$ cat config.mk
export PLATFORM = sky130hd
export DESIGN_NAME = npcm_cell
export DESIGN_NICKNAME = d
export VERILOG_FILES = /design/src/hdl/npcm_pkg.sv /design/src/hdl/npcm_cell.sv
export SDC_FILE = /design/constraint.sdc
export NUM_CORES = 1
export LEC_CHECK = 0
export BUFFER_PORTS_ARGS = -buffer_cell sky130_fd_sc_hd__buf_2
export CORE_MARGIN = 2
export CORE_UTILIZATION = 54
export DETAILED_ROUTE_END_ITERATION = 10
export PLACE_DENSITY_LB_ADDON = 0.08
export SYNTH_ARGS = -nofsm -noshare
export SYNTH_HDL_FRONTEND = slang
export SYNTH_SLANG_ARGS = --single-unit
$ cat constraint.sdc
create_clock -name clk -period 11.6 [get_ports clk]
set_input_delay 1.74 -clock clk [delete_from_list [all_inputs] [get_ports clk]]
set_output_delay 1.74 -clock clk [all_outputs]
set_load 0.01 [all_outputs]
$ cat src/hdl/npcm_pkg.sv
// shared types, constants and helpers for the nearest palette colour mapper
`default_nettype none
package npcm_pkg;

  localparam int ChanW  = 8;
  localparam int IndexW = 8;
  localparam int CountW = 9;
  localparam int DistW  = 18;
  localparam int SqW    = 16;
  localparam int ColorW = 3 * ChanW;
  localparam int MaxSearch = 256;

  localparam logic [CountW-1:0] ActiveColorsReset = 9'd16;

  localparam logic ModeLoad = 1'b0;
  localparam logic ModeMap  = 1'b1;

  typedef struct packed {
    logic              valid;
    logic              mode;
    logic [IndexW-1:0] entry_index;
    logic [ChanW-1:0]  red;
    logic [ChanW-1:0]  green;
    logic [ChanW-1:0]  blue;
    logic [IndexW-1:0] best_index;
    logic [DistW-1:0]  best_dist;
    logic [ColorW-1:0] best_color;
  } flow_t;

  function automatic logic [SqW-1:0] sq_diff(input logic [ChanW-1:0] a,
                                             input logic [ChanW-1:0] b);
    logic [ChanW-1:0] d;
    d = (a > b) ? (a - b) : (b - a);
    return SqW'(d) * SqW'(d);
  endfunction

endpackage
`default_nettype wire

$ cat src/hdl/npcm_cell.sv
// one palette cell: holds an entry, scores the passing pixel and keeps the best so far
`default_nettype none
module npcm_cell
  import npcm_pkg::*;
#(
  parameter int CELL_ID = 0
) (
  input  wire logic              clk,
  input  wire logic              rst,
  input  wire logic              adv,
  input  wire logic [CountW-1:0] count,
  input  wire flow_t             cell_in,
  output flow_t                  cell_out
);

  localparam logic [IndexW-1:0] MyIndex = IndexW'(CELL_ID);
  localparam logic [CountW-1:0] MyCount = CountW'(CELL_ID);

  logic [ColorW-1:0] entry;
  flow_t             s1;
  logic [DistW-1:0]  s1_dist;
  logic [ColorW-1:0] s1_entry;
  logic [DistW-1:0]  cand_dist;
  logic              take;
  flow_t             s2_next;

  always_comb begin
    cand_dist = DistW'(sq_diff(cell_in.red,   entry[23:16]))
              + DistW'(sq_diff(cell_in.green, entry[15:8]))
              + DistW'(sq_diff(cell_in.blue,  entry[7:0]));
  end

  // entry write travels with the item stream so earlier pixels see the old colour
  always_ff @(posedge clk) begin
    if (adv && cell_in.valid && cell_in.mode == ModeLoad &&
        cell_in.entry_index == MyIndex) begin
      entry <= {cell_in.red, cell_in.green, cell_in.blue};
    end
  end

  always_ff @(posedge clk) begin
    if (rst) begin
      s1.valid <= 1'b0;
    end else if (adv) begin
      s1       <= cell_in;
      s1_dist  <= cand_dist;
      s1_entry <= entry;
    end
  end

  always_comb begin
    if (CELL_ID == 0) begin
      take = 1'b1;
    end else begin
      take = (MyCount < count) && (s1_dist < s1.best_dist);
    end
    s2_next = s1;
    if (s1.mode == ModeMap && take) begin
      s2_next.best_index = MyIndex;
      s2_next.best_dist  = s1_dist;
      s2_next.best_color = s1_entry;
    end
  end

  always_ff @(posedge clk) begin
    if (rst) begin
      cell_out.valid <= 1'b0;
    end else if (adv) begin
      cell_out <= s2_next;
    end
  end

endmodule
`default_nettype wire

==> flow_summary.json, run 1 <==
{
  "slowest_stage": "xor2_1",
  "crit_path_end": "s1_dist[17]",
  "status": "finished, final reports clean",
  "syn_avg_cell_area_um2": 13.0,
  "dieHeight_um": 171,
  "worstRegToRegCells": 28,
  "critPathArrivalTime_ps": 10250,
  "maxCapViolCount": 0,
  "cts_made_buffers": 25,
  "layout-drive-gt1-share_pct": 21.1,
  "grt_pass1_vias": 8941,
  "async_flop_share_pct": 0,
  "gr-total-overflow": 0,
  "diodes": 0,
  "ys_dominant_reg_cell": "edfxtp_1",
  "synth_seq_cells": 234,
  "route.detailed.drc": 0,
  "synth_cells": 1156,
  "die-width_um": 171,
  "num-fill-cells": 2179,
  "multiInputGateArea_mm2": 0.00698,
  "cts_setup_buffers": 0,
  "antenna_found_initial": 0,
  "drv_slew": 0,
  "holdWs_ps": 418,
  "period_needed_ps": 9980,
  "start_util_pct": 54.4,
  "grt_pass1_wl_um": 42600,
  "timing.rr.start": "entry[16]",
  "numClockSinks": 234,
  "fp.coreArea_mm2": 0.0276,
  "clock_path_buffers": 3,
  "synth_area_mm2": 0.0150,
  "synth_edf_count": 232,
  "critPathKind": "primary input to flip-flop",
  "crit_top_cell": "fa_1",
  "post-route-period-util_pct": 86.1,
  "worstSkewPairLatency_ps": 520,
  "path_clk_slew_ps": 60,
  "fin_tns_setup_ps": 0,
  "clock.fmax_mhz": 100,
  "worst_r2r_endpoint": "s1_dist[17]",
  "cts_tree": "built",
  "nets": 1703,
  "synth-seq-area-share_pct": 46.7,
  "worst_path_largest_cell_delay_ps": 600,
  "skew_ps": 15.3,
  "synth_nets": 1514,
  "ant_nets": 0,
  "cp-startpoint": "cell_in[66]",
  "gp_congestion": 0.842,
  "routed_wl_um": 25800,
  "slew_headroom_pct": 32.5,
  "min_from": "s1[61]",
  "viasPerCell": 4.94,
  "drtIter0Drc": 461,
  "setup_violations": 0,
  "worstMarginPinSlew_ps": 1010,
  "critPathLaunchType": "primary input",
  "areaGrowthSynthToFinish_pct": 13.9,
  "port_buffers": 170,
  "grt_max_degree": 84,
  "ys_types": 56,
  "rsz0062_at_grt": "false",
  "hold_viol": 0,
  "h-tree-depth": 1,
  "regToRegSetupSlack_ps": 2640,
  "cts_repair_resize_count": 0,
  "yosysWarnings": 0,
  "wire_per_inst_um": 14.8,
  "ios": 180,
  "hp-class": "flip-flop to flip-flop",
  "crit_path_end_kind": "flip-flop",
  "hpwl_um": 20000,
  "hold_buffers": 0,
  "cts-root-buf": "clkbuf_16",
  "num_vias": 8607,
  "dr.pass1.iters": 4,
  "grtUsageTotal_pct": 18.4,
  "cp.required_ps": 11870,
  "crit_fanout": 10,
  "num_rows": 61,
  "ff_latch_area_mm2": 0.00701,
  "dieArea_mm2": 0.0291
}
## synthesized netlist by cell type (all sizes together), types with 3 or more instances
cell type  number  area share, %
a211oi          3           0.23
a21boi          3           0.15
a21o           13           0.65
a21oi          46            1.6
a31oi           5           0.21
and2            3           0.13
and3            3           0.13
buf            18           0.56
edfxtp        232             46
fa            138             18
ha            124             10
inv           249            6.2
mux2           44            3.3
mux2i          19            1.3
nand2          18           0.48
nand2b         21           0.89
nand3           5           0.17
nand4           4           0.17
nor2           86            2.2
nor2b          18           0.75
nor3            3           0.10
o21a            4           0.20
o21ai          20           0.67
o21bai          6           0.30
or2            10           0.42
xnor2          22            1.3
xor2           14           0.99
## registers in the layout (all words and copies together) (netlist names)
| signal | count |
|---|---|
| s1_entry | 24 |
| s1 | 84 |
| entry | 24 |
| cell_out | 84 |
| s1_dist | 18 |
## metal layers
layer | track usage, % | vias to the layer above | routed length, um
met1 | 24.5 | 4234 | 11200
met3 | 2.08 | 41 | 1000
met5 | 0 | - | 0
met4 | 4.76 | 0 | 560
li1 | - | 4181 | -
met2 | 32.3 | 151 | 13100
## metrics by stage
| step | instance area (um^2) | worst slack (ps) | cells | utilization, % |
|---|---|---|---|---|
| 6_report | 17100 | 1620 | 1742 | 62.0 |
| 5_1_grt | 17100 | 1070 | 1742 | 62.0 |
| 4_1_cts | 17100 | 1610 | 1742 | 62.0 |
| 3_5_place_dp | 16300 | 1090 | 1696 | 59.3 |
| 3_3_place_gp | 16300 | 1170 | 1696 | 59.3 |
| 2_1_floorplan | 15000 | 2000 | 1156 | - |
## layout make-up
class | count | share of cell area (%)
Clock buffer | 36 | 4.02
Clock inverter | 10 | 0.330
Inverter | 249 | 5.47
Multi-Input combinational cell | 653 | 40.9
Sequential cell | 234 | 41.0
Tap cell | 378 | 2.77
Timing Repair Buffer | 182 | 5.51
## worst min path at each step
stage	end	depth (start not counted)
2_1_floorplan	cell_out[50]	0
3_3_place_gp	cell_out[79]	0
3_5_place_dp	cell_out[81]	0
4_1_cts	cell_out[53]	0
5_1_grt	cell_out[53]	0
6_report	cell_out[61]	0
## cell usage in the layout, fill, tap and decap left out, types with 4 or more instances in the layout
cell type,n
inv_1,248
edfxtp_1,232
buf_2,170
fa_1,138
ha_1,124
nor2_1,86
a21oi_1,44
mux2_2,43
clkbuf_16,25
xnor2_1,21
nand2b_1,20
o21ai_0,19
mux2i_1,19
nor2b_1,17
nand2_1,16
a21o_1,13
xor2_1,12
buf_4,12
or2_2,10
clkbuf_1,9
clkinv_2,7
o21bai_1,6
nand3_1,5
a31oi_1,5
nand4_1,4
o21a_1,4
## cell families after synthesis
kind of cell,Yosys count,share of synthesized area (%)
buffers and inverters,269,6.84
XOR/XNOR,36,2.33
multiplexers,63,4.60
AND/OR/NAND/NOR,180,5.81
AO/OA/AOI/OAI,112,4.95
flip-flops,234,46.7
adder cells (fa/ha/maj),262,28.8
## worst max-delay path: cells and delay by family
family                   cells  cell delay, ps
AO/OA/AOI/OAI                7            1930
XOR/XNOR                     2             670
adder cells (fa/ha/maj)     10            4370
buffers and inverters        6             410
multiplexers                 1             270
AND/OR/NAND/NOR              4             840
Power of run 1 is left out: the tool's default activity adds up to more than one toggle a clock period on the data nets, which glitch-free logic cannot reach.
==> inputs of run 2 (changes only) <==
--- a/config.mk
+++ b/config.mk
@@ -5,6 +5,7 @@
 export SDC_FILE = /design/constraint.sdc
 export NUM_CORES = 1
 export LEC_CHECK = 0
+export ABC_AREA = 1
 export BUFFER_PORTS_ARGS = -buffer_cell sky130_fd_sc_hd__buf_2
 export CORE_MARGIN = 2
 export CORE_UTILIZATION = 54
==> flow_summary.json, run 2 <==
{
  "layout_commonest_cell": "inv_1",
  "synthTopCellsByCount": "inv_1 (308), edfxtp_1 (232), nand2_1 (209), fa_1 (138), ha_1 (124)",
  "worstSkewPairLatency_ps": 530,
  "ant_nets": 0,
  "numClockSinks": 234,
  "diodes": 0,
  "crit_fanout": 9,
  "fin_tns_setup_ps": 0,
  "cts_setup_buffers": 0,
  "cts_made_buffers": 24,
  "syn_avg_cell_area_um2": 11.2,
  "yosysTopAreaCell": "edfxtp_1",
  "viasPerCell": 4.91,
  "hold_viol": 0,
  "layout_common_cells": "inv_1 (308), edfxtp_1 (232), nand2_1 (209)",
  "layout-drive-gt1-share_pct": 19.4,
  "ios": 180,
  "dieArea_mm2": 0.0303,
  "clock.fmax_mhz": 118,
  "critPathKind": "primary input to flip-flop",
  "dieHeight_um": 174,
  "gp_congestion": 0.883,
  "slew_headroom_pct": 37.3,
  "hp-class": "flip-flop to flip-flop",
  "antenna_found_initial": 1,
  "async_flop_share_pct": 0,
  "yosysWarnings": 0,
  "cp.required_ps": 11860,
  "synthSimpleGateAreaFrac_pct": 11.1,
  "maxCapViolCount": 0,
  "hpwl_um": 22600,
  "synth_cells": 1391,
  "regToRegSetupSlack_ps": 4070,
  "clock_path_buffers": 3,
  "route.detailed.drc": 0,
  "crit_top_cell": "fa_1",
  "critPathArrivalTime_ps": 8750,
  "dr.pass1.iters": 5,
  "drv_slew": 0,
  "yosys.area_share.adder_pct": 27.6,
  "grtUsageTotal_pct": 19.8,
  "yosysTopAreaCellShare_pct": 44.6,
  "areaGrowthSynthToFinish_pct": 13.0,
  "reg.largest.list": "cell_out: 84 flops, s1: 84 flops",
  "path_clk_slew_ps": 60,
  "num_vias": 9697,
  "num_rows": 62,
  "cts_repair_resize_count": 0,
  "muxShareOfSynthArea_pct": 3.03,
  "synth_nets": 1749,
  "synth_edf_count": 232,
  "ys_dominant_reg_cell": "edfxtp_1",
  "period_needed_ps": 8490,
  "wire_per_inst_um": 14.6,
  "grt_max_degree": 77,
  "post-route-period-util_pct": 73.2,
  "gr-total-overflow": 0,
  "drtIter0Drc": 590,
  "skew_ps": 27.1,
  "hold_buffers": 0,
  "num-fill-cells": 2399,
  "critPathLaunchType": "primary input",
  "synth-compound-area-share_pct": 3.33,
  "synth_seq_cells": 234,
  "nets": 1934,
  "synth_area_mm2": 0.0156,
  "h-tree-depth": 1,
  "worst_path_largest_cell_delay_ps": 560,
  "crit_path_end_kind": "flip-flop",
  "fp.coreArea_mm2": 0.0286,
  "cts-root-buf": "clkbuf_16",
  "worstMarginPinSlew_ps": 941,
  "setup_violations": 0,
  "die-width_um": 174,
  "port_buffers": 170,
  "grt_pass1_wl_um": 48700,
  "status": "finished, final reports clean",
  "synth_top_family_by_area": "adder cells",
  "synth_area_leaders": "edfxtp_1 (45%), fa_1 (18%), ha_1 (9.9%), inv_1 (7.4%), nand2_1 (5.0%)",
  "cts_tree": "built",
  "synth_xor_area_share_pct": 1.68,
  "grt_pass1_vias": 10100,
  "synth-seq-area-share_pct": 44.9,
  "synth_most_common_cell": "inv_1",
  "ys_types": 41,
  "start_util_pct": 54.6,
  "rsz0062_at_grt": "false",
  "slowest_stage": "fa_1",
  "routed_wl_um": 28800
}
==> run 2: cell count changes in the layout (fill, tap and decap cells not counted), sizes merged, moves of 9 or more <==
| cell | previous run | this run |
|---|---|---|
| nand3 | 5 | 41 |
| nor2 | 86 | 106 |
| nand2b | 21 | 0 |
| mux2i | 19 | 0 |
| nand2 | 18 | 235 |
| nor2b | 18 | 0 |
| inv | 251 | 325 |
| xnor2 | 22 | 13 |
==> run 2: layout make-up <==
cell class / count / area, um^2 / share of cell area, %
multi-input combinational: 817 / 7310 / 41.4
clock inverter: 14 / 133 / 0.751
clock buffer: 28 / 616 / 3.49
timing repair buffer: 175 / 888 / 5.03
tap: 384 / 480 / 2.72
inverter: 324 / 1220 / 6.92
sequential: 234 / 7010 / 39.7
==> run 2: worst paths after layout <==
check / from / endpoint / depth (start not counted)
worst max-delay path: cell_in[66] / s1_dist[14] / 31
worst min-delay path: s1[65] / cell_out[65] / 0
worst max register to register: entry[16] / s1_dist[14] / 26
worst min register to register: s1[65] / cell_out[65] / 0
==> run 2: worst max-delay path, delay by kind of cell <==
kind / cells / cell delay (ps)
simple gates: 6 / 610
fa+ha+maj: 10 / 4530
buf+inv: 9 / 780
compound gates: 5 / 930
xor+xnor: 1 / 160
==> run 2: metrics by stage <==
stage                     std cells  hold slack, ps  utilization (%)  setup slack, ps  area (um^2)
after global placement         1934             401             59.1             2660        16900
after CTS                      1976             418             61.7             3160        17700
after global routing           1976             424             61.7             2640        17700
after floorplan                1391             400                -              332        15600
final                          1976             413             61.7             3110        17700
after detailed placement       1934             405             59.1             2640        16900
==> run 2: logic make-up after synthesis <==
kind of cell | after synthesis
fa+ha+maj | 262
mux | 42
buf+inv | 340
xor+xnor | 30
simple gates | 397
flops | 234
compound gates | 86
==> run 2: layer usage <==
layer  GRT usage (%)  routed length, um  up-vias
met4            4.06                397        0
met2            33.9              14100      199
li1                -                  -     4776
met1            27.3              12900     4694
met5               0                  0        -
met3            2.82               1410       28
Power of run 2 is left out for the same reason.
